## config.mk

```make
export PLATFORM = sky130hd
export DESIGN_NAME = e2e_profile6_check
export DESIGN_NICKNAME = d
export VERILOG_FILES = /design/src/hw/rtl/e2e6_pkg.sv /design/src/hw/rtl/e2e6_frame.sv /design/src/hw/rtl/e2e6_check.sv /design/src/hw/rtl/e2e_profile6_check.sv
export VERILOG_INCLUDE_DIRS = /design/src /design/src/hw/rtl
export SDC_FILE = /design/constraint.sdc
export NUM_CORES = 1
export LEC_CHECK = 0
export ABC_AREA = 0
export BUFFER_PORTS_ARGS = -buffer_cell sky130_fd_sc_hd__buf_2
export CAP_MARGIN = 5
export CELL_PAD_IN_SITES_DETAIL_PLACEMENT = 1
export CELL_PAD_IN_SITES_GLOBAL_PLACEMENT = 1
export CORE_ASPECT_RATIO = 0.7
export CORE_UTILIZATION = 52
export CTS_CLUSTER_DIAMETER = 200
export CTS_CLUSTER_SIZE = 16
export DETAILED_ROUTE_END_ITERATION = 7
export GPL_TIMING_DRIVEN = 1
export PLACE_DENSITY = 0.84
export SYNTH_ARGS = -nofsm -noshare
export SYNTH_HDL_FRONTEND = slang
export SYNTH_HIERARCHICAL = 1
export SYNTH_SLANG_ARGS = --single-unit
```

## constraint.sdc

```tcl
create_clock -name i_clk -period 8.5 [get_ports i_clk]
set_clock_uncertainty 0.05 [all_clocks]
set_input_delay 2.125 -clock i_clk [delete_from_list [all_inputs] [get_ports i_clk]]
set_output_delay 2.125 -clock i_clk [all_outputs]
set_load 0.005 [all_outputs]
```

## src/hw/rtl/assert_macros.svh

```systemverilog
// ---------------------------------------------------------------------------
// Assertion macros shared by the E2E profile 6 check RTL.
// Every macro expects i_clk and i_rst_n in the scope of its use.
// ---------------------------------------------------------------------------
`ifndef ASSERT_MACROS_SVH
`define ASSERT_MACROS_SVH

// Same-cycle implication: when ante holds, cons must hold in that cycle.
`define E2E_ASSERT_IMP(label, ante, cons, msg) \
    label: assert property (@(posedge i_clk) disable iff (!i_rst_n) (ante) |-> (cons)) \
        else $error(msg);

// Next-cycle implication: when ante holds, cons must hold in the next cycle.
`define E2E_ASSERT_NXT(label, ante, cons, msg) \
    label: assert property (@(posedge i_clk) disable iff (!i_rst_n) (ante) |=> (cons)) \
        else $error(msg);

`endif

```

## src/hw/rtl/e2e6_pkg.sv

```systemverilog
// ---------------------------------------------------------------------------
// e2e6_pkg
// Types, codes and CRC helpers shared by the E2E profile 6 check modules.
// ---------------------------------------------------------------------------
package e2e6_pkg;

    // Configuration port geometry and register indexes.
    localparam int CFG_IDX_W  = 3;
    localparam int CFG_DATA_W = 16;

    localparam logic [CFG_IDX_W-1:0] CFG_DATA_ID           = 3'd0;
    localparam logic [CFG_IDX_W-1:0] CFG_HEADER_OFFSET     = 3'd1;
    localparam logic [CFG_IDX_W-1:0] CFG_MIN_LENGTH        = 3'd2;
    localparam logic [CFG_IDX_W-1:0] CFG_MAX_LENGTH        = 3'd3;
    localparam logic [CFG_IDX_W-1:0] CFG_MAX_DELTA_COUNTER = 3'd4;

    // Reset values of the configuration registers.
    localparam logic [12:0] MIN_LENGTH_RST = 13'd5;
    localparam logic [12:0] MAX_LENGTH_RST = 13'd4096;
    localparam logic [6:0]  MAX_DELTA_RST  = 7'd1;

    // Frame and protocol constants.
    localparam logic [15:0] CRC_INIT     = 16'hFFFF;
    localparam logic [15:0] CRC_POLY     = 16'h1021;
    localparam logic [7:0]  COUNTER_INIT = 8'hFF;
    localparam int          HDR_LEN      = 5;

    // Detailed check status.
    typedef enum logic [2:0] {
        ST_OK        = 3'd0,
        ST_OK_LOST   = 3'd1,
        ST_ERROR     = 3'd2,
        ST_REPEATED  = 3'd3,
        ST_NO_NEW    = 3'd4,
        ST_WRONG_SEQ = 3'd5
    } t_status;

    // Mapped (state machine) status.
    typedef enum logic [2:0] {
        SM_OK        = 3'd0,
        SM_REPEATED  = 3'd1,
        SM_WRONG_SEQ = 3'd2,
        SM_NO_NEW    = 3'd3,
        SM_ERROR     = 3'd4
    } t_sm_status;

    // Return codes.
    localparam logic RET_OK      = 1'b0;
    localparam logic RET_BAD_LEN = 1'b1;

    // Per-frame fields after the current byte has been folded in.
    typedef struct packed {
        logic [15:0] crc;
        logic [15:0] rx_crc;
        logic [15:0] rx_length;
        logic [7:0]  rx_counter;
    } t_frame_fields;

    // Configuration seen by the end-of-frame check.
    typedef struct packed {
        logic [11:0] header_offset;
        logic [12:0] min_length;
        logic [12:0] max_length;
        logic [6:0]  max_delta;
        logic [15:0] id_crc;
    } t_chk_cfg;

    // One result transaction.
    typedef struct packed {
        logic        ret_code;
        t_status     status;
        t_sm_status  sm_status;
        logic [7:0]  rcv_counter;
    } t_result;

    // One byte of CRC-16 CCITT-FALSE, MSB first.
    function automatic logic [15:0] crc16_byte(logic [15:0] crc, logic [7:0] b);
        logic [15:0] c;
        c = crc ^ {b, 8'h00};
        for (int i = 0; i < 8; i++) begin
            c = c[15] ? ({c[14:0], 1'b0} ^ CRC_POLY) : {c[14:0], 1'b0};
        end
        return c;
    endfunction

    // Column table: effect of each state bit after sixteen zero bits.
    function automatic logic [255:0] zero16_cols();
        logic [255:0] t;
        logic [15:0]  c;
        t = '0;
        for (int i = 0; i < 16; i++) begin
            c = crc16_byte(crc16_byte(16'h0001 << i, 8'h00), 8'h00);
            t[i*16 +: 16] = c;
        end
        return t;
    endfunction

    // Column table: effect of each data ID bit fed from a zero state.
    function automatic logic [255:0] id_cols();
        logic [255:0] t;
        logic [15:0]  d;
        t = '0;
        for (int i = 0; i < 16; i++) begin
            d = 16'h0001 << i;
            t[i*16 +: 16] = crc16_byte(crc16_byte(16'h0000, d[15:8]), d[7:0]);
        end
        return t;
    endfunction

    localparam logic [255:0] ZERO16_COLS = zero16_cols();
    localparam logic [255:0] ID_COLS     = id_cols();

    // CRC state advanced over sixteen zero bits, as one XOR matrix.
    function automatic logic [15:0] crc16_zero16(logic [15:0] c);
        logic [15:0] r;
        r = '0;
        for (int i = 0; i < 16; i++) begin
            if (c[i]) begin
                r = r ^ ZERO16_COLS[i*16 +: 16];
            end
        end
        return r;
    endfunction

    // Contribution of the data ID bytes to the CRC, from a zero state.
    function automatic logic [15:0] crc16_id(logic [15:0] d);
        logic [15:0] r;
        r = '0;
        for (int i = 0; i < 16; i++) begin
            if (d[i]) begin
                r = r ^ ID_COLS[i*16 +: 16];
            end
        end
        return r;
    endfunction

    // Detailed status to mapped status.
    function automatic t_sm_status map_status(t_status st);
        t_sm_status m;
        unique case (st) inside
            ST_OK, ST_OK_LOST: m = SM_OK;
            ST_REPEATED:       m = SM_REPEATED;
            ST_NO_NEW:         m = SM_NO_NEW;
            ST_WRONG_SEQ:      m = SM_WRONG_SEQ;
            default:           m = SM_ERROR;
        endcase
        return m;
    endfunction

endpackage

```

## src/hw/rtl/e2e6_frame.sv

```systemverilog
// ---------------------------------------------------------------------------
// e2e6_frame
// Per-frame byte datapath: byte position, running CRC and header capture.
// ---------------------------------------------------------------------------
`include "assert_macros.svh"

module e2e6_frame #(
    parameter int  MAX_BYTES = 4096,
    localparam int POS_W     = $clog2(MAX_BYTES + 1),
    localparam int LEN_W     = $clog2(MAX_BYTES + 2)
) (
    input  logic                   i_clk,
    input  logic                   i_rst_n,
    input  logic                   i_advance,
    input  logic [7:0]             i_data_byte,
    input  logic                   i_last,
    input  logic                   i_no_data,
    input  logic [11:0]            i_header_offset,
    output e2e6_pkg::t_frame_fields o_fields,
    output logic [LEN_W-1:0]       o_len
);

    localparam int HW = (POS_W > 13) ? POS_W : 13;

    logic [POS_W-1:0] r_pos;
    logic [15:0]      r_crc;
    logic [15:0]      r_rx_crc;
    logic [15:0]      r_rx_length;
    logic [7:0]       r_rx_counter;

    logic [HW-1:0]    pos_x;
    logic [HW-1:0]    hdr_x;
    logic             in_range;
    e2e6_pkg::t_frame_fields n_fields;

    // Position compares against the header window.
    assign pos_x    = HW'(r_pos);
    assign hdr_x    = HW'(i_header_offset);
    assign in_range = r_pos < POS_W'(MAX_BYTES);

    // Fold the current byte into the CRC (all but the two CRC bytes) and capture the header fields.
    always_comb begin
        n_fields.crc        = r_crc;
        n_fields.rx_crc     = r_rx_crc;
        n_fields.rx_length  = r_rx_length;
        n_fields.rx_counter = r_rx_counter;
        if (in_range) begin
            if (pos_x == hdr_x) begin
                n_fields.rx_crc[15:8] = i_data_byte;
            end else if (pos_x == hdr_x + HW'(1)) begin
                n_fields.rx_crc[7:0] = i_data_byte;
            end else begin
                n_fields.crc = e2e6_pkg::crc16_byte(r_crc, i_data_byte);
            end
            if (pos_x == hdr_x + HW'(2)) begin
                n_fields.rx_length[15:8] = i_data_byte;
            end else if (pos_x == hdr_x + HW'(3)) begin
                n_fields.rx_length[7:0] = i_data_byte;
            end else if (pos_x == hdr_x + HW'(4)) begin
                n_fields.rx_counter = i_data_byte;
            end
        end
    end

    assign o_fields = n_fields;
    assign o_len    = LEN_W'(r_pos) + LEN_W'(1);

    // Frame state: cleared at the end of every frame, held on no-data items.
    always_ff @(posedge i_clk) begin
        if (!i_rst_n) begin
            r_pos        <= '0;
            r_crc        <= e2e6_pkg::CRC_INIT;
            r_rx_crc     <= '0;
            r_rx_length  <= '0;
            r_rx_counter <= '0;
        end else if (i_advance && !i_no_data) begin
            if (i_last) begin
                r_pos        <= '0;
                r_crc        <= e2e6_pkg::CRC_INIT;
                r_rx_crc     <= '0;
                r_rx_length  <= '0;
                r_rx_counter <= '0;
            end else begin
                r_crc        <= n_fields.crc;
                r_rx_crc     <= n_fields.rx_crc;
                r_rx_length  <= n_fields.rx_length;
                r_rx_counter <= n_fields.rx_counter;
                if (in_range) begin
                    r_pos <= r_pos + POS_W'(1);
                end
            end
        end
    end

    // The frame end always returns the datapath to its start state.
    `E2E_ASSERT_NXT(a_frame_cleared, i_advance && !i_no_data && i_last,
        r_pos == '0 && r_crc == e2e6_pkg::CRC_INIT, "frame state not cleared at frame end")

endmodule

```

## src/hw/rtl/e2e6_check.sv

```systemverilog
// ---------------------------------------------------------------------------
// e2e6_check
// End-of-frame evaluation: length bounds, CRC and length field, counter
// delta, and the stored counter and status.
// ---------------------------------------------------------------------------
`include "assert_macros.svh"

module e2e6_check #(
    parameter int  MAX_BYTES = 4096,
    localparam int LEN_W     = $clog2(MAX_BYTES + 2)
) (
    input  logic                    i_clk,
    input  logic                    i_rst_n,
    input  logic                    i_advance,
    input  logic                    i_no_data,
    input  logic                    i_last,
    input  logic [LEN_W-1:0]        i_len,
    input  e2e6_pkg::t_frame_fields i_fields,
    input  e2e6_pkg::t_chk_cfg      i_cfg,
    output e2e6_pkg::t_result       o_result
);

    localparam int CW = (LEN_W > 16) ? LEN_W : 16;

    logic [7:0]          r_last_counter;
    e2e6_pkg::t_status   r_check_status;

    logic [CW-1:0]       len_x;
    logic                len_bad;
    logic [15:0]         crc_fin;
    logic                match;
    logic [7:0]          delta;
    e2e6_pkg::t_status   st;

    // Length bounds of the finished frame.
    assign len_x   = CW'(i_len);
    assign len_bad = (len_x < CW'(i_cfg.min_length)) ||
                     (len_x > CW'(i_cfg.max_length)) ||
                     (len_x < CW'(i_cfg.header_offset) + CW'(e2e6_pkg::HDR_LEN)) ||
                     (len_x > CW'(MAX_BYTES));

    // Final CRC: data CRC carried over the data ID bytes.
    assign crc_fin = e2e6_pkg::crc16_zero16(i_fields.crc) ^ i_cfg.id_crc;
    assign match   = (i_fields.rx_crc == crc_fin) && (CW'(i_fields.rx_length) == len_x);
    assign delta   = i_fields.rx_counter - r_last_counter;

    // Status of a frame with the right length.
    always_comb begin
        if (!match) begin
            st = e2e6_pkg::ST_ERROR;
        end else if (delta > {1'b0, i_cfg.max_delta}) begin
            st = e2e6_pkg::ST_WRONG_SEQ;
        end else if (delta == 8'd0) begin
            st = e2e6_pkg::ST_REPEATED;
        end else if (delta == 8'd1) begin
            st = e2e6_pkg::ST_OK;
        end else begin
            st = e2e6_pkg::ST_OK_LOST;
        end
    end

    // Result transaction for a no-data item or a frame end.
    always_comb begin
        if (i_no_data) begin
            o_result.ret_code    = e2e6_pkg::RET_OK;
            o_result.status      = e2e6_pkg::ST_NO_NEW;
            o_result.sm_status   = e2e6_pkg::SM_NO_NEW;
            o_result.rcv_counter = '0;
        end else if (len_bad) begin
            o_result.ret_code    = e2e6_pkg::RET_BAD_LEN;
            o_result.status      = r_check_status;
            o_result.sm_status   = e2e6_pkg::SM_ERROR;
            o_result.rcv_counter = '0;
        end else begin
            o_result.ret_code    = e2e6_pkg::RET_OK;
            o_result.status      = st;
            o_result.sm_status   = e2e6_pkg::map_status(st);
            o_result.rcv_counter = i_fields.rx_counter;
        end
    end

    // Stored counter and status.
    always_ff @(posedge i_clk) begin
        if (!i_rst_n) begin
            r_last_counter <= e2e6_pkg::COUNTER_INIT;
            r_check_status <= e2e6_pkg::ST_ERROR;
        end else if (i_advance) begin
            if (i_no_data) begin
                r_check_status <= e2e6_pkg::ST_NO_NEW;
            end else if (i_last && !len_bad) begin
                r_check_status <= st;
                if (match) begin
                    r_last_counter <= i_fields.rx_counter;
                end
            end
        end
    end

    // A rejected length leaves the stored counter and status alone.
    `E2E_ASSERT_NXT(a_bad_len_keeps_state, i_advance && !i_no_data && i_last && len_bad,
        $stable(r_last_counter) && $stable(r_check_status), "bad length changed state")

    // A mismatched frame never moves the stored counter.
    `E2E_ASSERT_NXT(a_mismatch_keeps_counter, i_advance && !i_no_data && !match,
        $stable(r_last_counter), "counter stored from mismatched frame")

endmodule

```

## src/hw/rtl/e2e_profile6_check.sv

```systemverilog
// ---------------------------------------------------------------------------
// e2e_profile6_check
// Receiver-side E2E profile 6 check over a byte stream.
// ---------------------------------------------------------------------------
// Usage:
//   Message bytes enter on the input channel (i_in_valid / o_in_stall), one
//   byte per transaction, with i_last on the final byte. A transaction with
//   i_no_data high stands for a check call without new data. Each frame end
//   and each no-data transaction gives one result transaction on the output
//   channel (o_out_valid / i_out_stall); other bytes give none.
//   Path: a taken transaction goes to the input register, and its result
//   then to the result register; the bytewise CRC update and the
//   end-of-frame compares sit between the two. Throughput: one transaction
//   per cycle while no result-bearing transaction waits on a stall.
//   When the receiver stalls, the result register holds; bytes that give no
//   result still flow, and only a result-bearing transaction waits, which
//   then backs up the input channel.
//   Configuration: i_cfg_we writes register i_cfg_index (0 data ID, 1 header
//   offset, 2 min length, 3 max length, 4 max counter delta) with i_cfg_data.
//   Write only while no transaction is in flight; the block does not check.
//   Reset (synchronous, active low) empties both registers, restarts the
//   frame, and loads the register defaults, last counter 0xFF and status
//   error. After reset the input register is empty, so input is not stalled.
// ---------------------------------------------------------------------------
`include "assert_macros.svh"

module e2e_profile6_check #(
    parameter int MAX_BYTES = 4096
) (
    input  logic                            i_clk,
    input  logic                            i_rst_n,
    // Configuration write port.
    input  logic                            i_cfg_we,
    input  logic [e2e6_pkg::CFG_IDX_W-1:0]  i_cfg_index,
    input  logic [e2e6_pkg::CFG_DATA_W-1:0] i_cfg_data,
    // Input channel.
    input  logic                            i_in_valid,
    output logic                            o_in_stall,
    input  logic [7:0]                      i_data_byte,
    input  logic                            i_last,
    input  logic                            i_no_data,
    // Output channel.
    output logic                            o_out_valid,
    input  logic                            i_out_stall,
    output logic                            o_ret_code,
    output logic [2:0]                      o_status,
    output logic [2:0]                      o_sm_status,
    output logic [7:0]                      o_received_counter
);

    localparam int LEN_W = $clog2(MAX_BYTES + 2);

    // Configuration registers; the data ID is kept as its CRC contribution.
    logic [15:0] r_id_crc;
    logic [11:0] r_header_offset;
    logic [12:0] r_min_length;
    logic [12:0] r_max_length;
    logic [6:0]  r_max_delta;

    // Input register.
    logic        r_in_valid;
    logic [7:0]  r_in_byte;
    logic        r_in_last;
    logic        r_in_no_data;

    // Result register.
    logic                    r_out_valid;
    e2e6_pkg::t_result       r_out;

    logic                    need_out;
    logic                    advance;
    logic                    in_accept;
    logic [LEN_W-1:0]        frame_len;
    e2e6_pkg::t_frame_fields frame_fields;
    e2e6_pkg::t_chk_cfg      chk_cfg;
    e2e6_pkg::t_result       n_result;

    // Configuration writes.
    always_ff @(posedge i_clk) begin
        if (!i_rst_n) begin
            r_id_crc        <= e2e6_pkg::crc16_id(16'h0000);
            r_header_offset <= '0;
            r_min_length    <= e2e6_pkg::MIN_LENGTH_RST;
            r_max_length    <= e2e6_pkg::MAX_LENGTH_RST;
            r_max_delta     <= e2e6_pkg::MAX_DELTA_RST;
        end else if (i_cfg_we) begin
            unique case (i_cfg_index)
                e2e6_pkg::CFG_DATA_ID:           r_id_crc <= e2e6_pkg::crc16_id(i_cfg_data);
                e2e6_pkg::CFG_HEADER_OFFSET:     r_header_offset <= i_cfg_data[11:0];
                e2e6_pkg::CFG_MIN_LENGTH:        r_min_length <= i_cfg_data[12:0];
                e2e6_pkg::CFG_MAX_LENGTH:        r_max_length <= i_cfg_data[12:0];
                e2e6_pkg::CFG_MAX_DELTA_COUNTER: r_max_delta <= i_cfg_data[6:0];
                default: begin
                end
            endcase
        end
    end

    assign chk_cfg.header_offset = r_header_offset;
    assign chk_cfg.min_length    = r_min_length;
    assign chk_cfg.max_length    = r_max_length;
    assign chk_cfg.max_delta     = r_max_delta;
    assign chk_cfg.id_crc        = r_id_crc;

    // Flow control: only a result-bearing transaction waits on the output.
    assign need_out   = r_in_valid && (r_in_last || r_in_no_data);
    assign advance    = r_in_valid && (!need_out || !r_out_valid || !i_out_stall);
    assign o_in_stall = r_in_valid && !advance;
    assign in_accept  = i_in_valid && !o_in_stall;

    // Input register.
    always_ff @(posedge i_clk) begin
        if (!i_rst_n) begin
            r_in_valid <= 1'b0;
        end else if (in_accept) begin
            r_in_valid <= 1'b1;
        end else if (advance) begin
            r_in_valid <= 1'b0;
        end
    end

    always_ff @(posedge i_clk) begin
        if (in_accept) begin
            r_in_byte    <= i_data_byte;
            r_in_last    <= i_last;
            r_in_no_data <= i_no_data;
        end
    end

    e2e6_frame #(
        .MAX_BYTES (MAX_BYTES)
    ) u_frame (
        .i_clk           (i_clk),
        .i_rst_n         (i_rst_n),
        .i_advance       (advance),
        .i_data_byte     (r_in_byte),
        .i_last          (r_in_last),
        .i_no_data       (r_in_no_data),
        .i_header_offset (r_header_offset),
        .o_fields        (frame_fields),
        .o_len           (frame_len)
    );

    e2e6_check #(
        .MAX_BYTES (MAX_BYTES)
    ) u_check (
        .i_clk     (i_clk),
        .i_rst_n   (i_rst_n),
        .i_advance (advance),
        .i_no_data (r_in_no_data),
        .i_last    (r_in_last),
        .i_len     (frame_len),
        .i_fields  (frame_fields),
        .i_cfg     (chk_cfg),
        .o_result  (n_result)
    );

    // Result register.
    always_ff @(posedge i_clk) begin
        if (!i_rst_n) begin
            r_out_valid <= 1'b0;
        end else if (advance && need_out) begin
            r_out_valid <= 1'b1;
        end else if (!i_out_stall) begin
            r_out_valid <= 1'b0;
        end
    end

    always_ff @(posedge i_clk) begin
        if (advance && need_out) begin
            r_out <= n_result;
        end
    end

    assign o_out_valid        = r_out_valid;
    assign o_ret_code         = r_out.ret_code;
    assign o_status           = r_out.status;
    assign o_sm_status        = r_out.sm_status;
    assign o_received_counter = r_out.rcv_counter;

    // The input side stalls only behind a held result.
    `E2E_ASSERT_IMP(a_stall_cause, o_in_stall,
        need_out && r_out_valid && i_out_stall, "input stalled without a held result")

    // A result-bearing transaction that moves on is always presented.
    `E2E_ASSERT_NXT(a_result_loaded, advance && need_out,
        r_out_valid, "result transaction lost")

endmodule
```

; Word level (Yosys, flattened, before mapping)
; Cells that the tools add are included.
[word_totals]
mem_count = 0
ff_bits = 168
rom_bits = 0
ram_bits = 0
latch_bits = 0
[classes]
n_eq_ne = 17
order_cmp = 6
n_shift = 0
div_mod_pow = 0
n_bitwise = 41
muxes = 114
reduce_logical = 37
n_addsub = 7
n_mul = 0
[op_table]
columns = op, count
row1 = 2-to-1 mux 16 bit, 59
row2 = 2-to-1 mux 13 bit, 16
row3 = inverter 7 bit, 16
row4 = 2-to-1 mux 15 bit, 7
row5 = 2-to-1 mux 14 bit, 6
row6 = 2-to-1 mux 8 bit, 8
row7 = 2-to-1 mux 56 bit, 1
row8 = == test 13 bit, 4
row9 = inverter 5 bit, 8
row10 = inverter 3 bit, 11
row11 = XOR 16 bit, 2
row12 = adder 12 x 2 -> 13 bit (second input constant), 2
row13 = adder 12 x 3 -> 13 bit (second input constant), 2
row14 = 2-to-1 mux 12 bit, 2
row15 = 2-to-1 mux 11 bit, 2
row16 = 2-to-1 mux 10 bit, 2
row17 = == test 16 x 13 -> 1 bit, 1
row18 = == test 16 bit, 1
row19 = less-than comparator 13 x 16 -> 1 bit, 1
row20 = 2-to-1 mux 3 bit, 5
row21 = AND reduction 2 bit, 7
row22 = adder 12 x 1 -> 13 bit (second input constant), 1
row23 = adder 13 x 1 -> 13 bit (second input constant), 1
row24 = == test 13 x 12 -> 1 bit, 1
row25 = 23 further kinds, 56

; Longest topological paths before layout
[logic_depth]
depth_word = 76
mapped_depth = 23

; By module
; Netlist, hierarchy kept.
[by_module_without_submodules]
columns = mod, seq_area_each_um2, area_each_um2, instances, cells_per_inst
row1 = e2e6_frame, 1381.3, 5347.6, 1, 674
row2 = e2e_profile6_check, 2011.9, 3380.7, 1, 337
row3 = e2e6_check, 220.2, 3108.0, 1, 396

; Worst setup path after synthesis
; No wires, ideal clock.
[synth_timing]
path_type = register -> register
startpoint = register r_header_offset[3]
endpoint = register r_out, in the netlist o_status[1], data pin
slack_ns = 3.180
stages_incl_launch_ff = 23
required_time_ns = 8.283
setup_ns = 0.167
n_path_buf = 2
arrival_time_ns = 5.103
cell_sequence = dfxtp_1 buf_2 nand2_1 xnor2_1 o31a_1 nor4_1 nand4_1 buf_2 mux2_2 inv_1 ha_1 inv_1 fa_1 a211oi_1 nor2_1 xnor2_1 ha_1 a211o_1 a311o_1 a221oi_1 and3_1 nor3_1 a211oi_1
[synth_lines]
columns = element, line_no
row1 = from (decl), e2e_profile6_check.sv:55  ; logic [11:0] r_header_offset;
row2 = from (signal assigned), e2e_profile6_check.sv:89  ; e2e6_pkg::CFG_HEADER_OFFSET: r_header_offset <= i_cfg_data[11:0];
row3 = to (signal assigned), e2e_profile6_check.sv:171  ; r_out <= n_result;
row4 = to (decl), e2e_profile6_check.sv:68  ; e2e6_pkg::t_result r_out;

==> flow_summary.ini <==
[run_status]
status = completed

[critical_path]
cp_slowest_cell = dfxtp_1
crit_type = reg2reg
arrival_ps = 6760
cp-start-kind = register
cp_cell_sequence = nand2_1 -> xnor2_1 -> o31a_1 -> nor4_1 -> nand4_1 -> buf_4 -> mux2_2 -> inv_1 -> ha_1 -> inv_1 -> fa_1 -> a211oi_1 -> nor2_1 -> xnor2_1 -> ha_1 -> a211o_1 -> a311o_1 -> a221oi_1 -> and3_1 -> nor3_1 -> a211oi_1
cp.required_ps = 8720
worstPathMaxFanout = 24
cpPeakStageDelay_ps = 870
endpoint_kind = register

[layout]
mostFrequentLayoutCells = nand2_1 (173), dfxtp_1 (143), xnor2_1 (103), a21oi_1 (97), nor2_1 (79)
fin_util = 0.579
drive_gt1_frac = 0.117
nets = 1502
fill_cells = 2627
area_delta_synth_final_pct = 7.65
final_common_cell = nand2_1
final_area_um2 = 12700
diodes = 0

[timing]
hold_viol = 0
slew-limit-headroom = 0.187
min_period_ps = 6540
fmax_ghz = 0.153
finalSetupViolCount = 0
holdWs_ps = 407
finalCritPeriodShare = 0.770
setup-tns-final_ps = 0
worst_pin_slew_ps = 1210
slew_viol_final = 0
rsz0062_at_grt = false

[synthesis]
ys_warn_count = 6
synth_edf_count = 25
yosys.area_share.simple = 0.220
synthXorXnorAreaFrac = 0.153
synth_cells = 1407
synth_nets = 1501
synth_compound_area_frac = 0.138
synthArstFlopShare = 0
synth_area_per_cell_um2 = 8.41
syn_area_um2 = 11800
synthAdderAreaFrac = 0.0641
synthFlopType = dfxtp_1
synth_top_family_by_area = simple AND/OR/NAND/NOR gates
ys_seq_area_frac = 0.305
synth-seq-cells = 168
synth.area.mux_share = 0.0618
synth_cell_types = 82

[job]
drv_cap = 0

[pwr]
switching_power_uw = 629
p_seq_frac = 0.412
p_int_mw = 1.43
p_leak_nw = 5.07
pwr-share-clk = 0.388
peakVddDrop_uv = 151
swShare = 0.306
powerDensity_nw_per_um2 = 161
power.share.combinational = 0.200

[grt]
grt_overflow = 0
antenna_found_initial = 0
grt_max_degree = 54
grt_usage = 0.349
grt_first_pass_wirelength_um = 62100
grt_pass1_vias = 10700

[floorplanning]
initial_core_util = 0.538
core_um2 = 22000
die_w_um = 182
design.portCount = 51
placementRows = 45
dieArea_um2 = 23400
die_h_um = 128

[cts]
cts_hold_buffers = 0
tritoncts = built
postCtsSetupBuffers = 0
root_buffer = clkbuf_16
cts.clk_slew.worst_paths_ps = 70
clock_sinks = 168
insertion_delay_ps = 450
cts_buffers = 17
cts_htree_levels = 4
clockBufferDepth = 2
cts.repair.resized = 0

[routing]
drt_pass1_iterations = 7
postRouteAntennaNets = 0
post-route-drc-count = 0
num_vias = 10800
via_per_inst = 6.25
drt_iter0_drc = 1082
drt-total-wl_um = 39700
routedWlPerCell_um = 23.0

[min_path]
hold_class = reg2reg

[placement]
numPortBuffers = 50
placed_area_um2 = 12200
dp_hpwl_um = 28300
gp_congestion = 1.01
==> kinds of logic (layout without fill, tap and decap cells) <==
family,Yosys count,in the layout
muxes,66,66
AOI/OAI and AO/OA,259,259
adders and majority gates,60,60
xor gates and xnor gates,185,185
buffers and inverters,153,167
DFF,168,168
and+or+nand+nor,516,516
==> sequential cells by signal, indices dropped and copies added, names as in the netlist <==
register,flops
r_id_crc,16
u_frame/r_crc,16
u_frame/r_rx_crc,16
u_frame/r_rx_length,16
r_max_length,13
r_min_length,13
u_frame/pos_x,13
r_header_offset,12
o_received_counter,8
r_in_byte,8
u_check/r_last_counter,8
u_frame/r_rx_counter,8
r_max_delta,7
o_sm_status,3
o_status,3
u_check/r_check_status,3
o_out_valid,1
o_ret_code,1
r_in_last,1
r_in_no_data,1
r_in_valid,1
==> metal layers <==
metal | GRT usage | wire (um) | up-vias
met5 | 0 | 0 | -
met2 | 0.532 | 17300 | 400
met1 | 0.499 | 18700 | 5409
li1 | - | - | 4919
met3 | 0.0781 | 3150 | 51
met4 | 0.0835 | 570 | 0
==> power by group through the flow <==
stage	Clock, mW	Combinational (mW)	Sequential [mW]
2_1_floorplan	0	0.313	0.851
3_3_place_gp	0	0.380	0.863
5_1_grt	0.828	0.440	0.848
4_1_cts	0.800	0.405	0.846
6_report	0.797	0.411	0.847
3_5_place_dp	0	0.399	0.864
==> critical path: cells and delay by family, from the launching register on <==
kind / cells / cell delay (ps)
fa+ha+maj: 3 / 860
xor+xnor: 2 / 420
buf+inv: 3 / 390
simple gates: 6 / 1300
mux: 1 / 320
flops: 1 / 870
compound gates: 6 / 2130
==> Yosys cell counts, drive strengths merged, types with 3 or more instances <==
cell type	count	area, um2
and2	11	71.3
o31ai	5	56.3
nand2	173	649
inv	72	270
nand4	26	190
a211o	5	43.8
mux2	48	548
a211oi	12	90.1
nor3	33	165
ha	59	738
nor4b	3	47.5
clkbuf	34	128
a31oi	52	325
a21oi	98	494
and3	19	124
xor2	70	636
and3b	4	35.0
dfxtp	143	2860
a21o	4	37.5
buf	47	287
nor2b	30	188
nand2b	29	181
xnor3	9	204
xnor2	104	918
a32oi	3	33.8
a22oi	14	105
mux2i	18	184
and4	6	52.6
o21ai	34	170
nand3b	13	97.6
or3	7	43.8
nor2	79	297
edfxtp	25	751
o211ai	9	67.6
or2	5	31.3
nand3	54	270
nor4	16	100
nor3b	3	22.5
==> layout make-up <==
| class | instances | area [um2] | area share |
|---|---|---|---|
| sequential | 168 | 3610 | 0.284 |
| clock inverter | 13 | 118 | 0.00923 |
| inverter | 72 | 270 | 0.0212 |
| tap | 305 | 382 | 0.0299 |
| multi-input combinational | 1086 | 7550 | 0.592 |
| timing repair buffer | 63 | 348 | 0.0273 |
| clock buffer | 19 | 464 | 0.0364 |
==> final timing paths <==
kind / startpoint / slack, ps / endpoint / cells past startpoint
setup reg to reg: r_header_offset[4] / 1960 / o_status[1] / 21
hold / removal: r_min_length[12] / 410 / r_min_length[12] / 2
hold reg to reg: r_min_length[12] / 410 / r_min_length[12] / 2
setup / recovery: r_header_offset[4] / 1960 / o_status[1] / 21
==> stage by stage <==
stage	power [mW]	setup WS (ps)	std cells
6_report	2.06	1960	1726
5_1_grt	2.12	1590	1726
4_1_cts	2.05	2080	1726
3_5_place_dp	1.26	2110	1694
3_3_place_gp	1.24	2310	1694
2_1_floorplan	1.16	3180	1407
(Power assumes the default switching activity.)
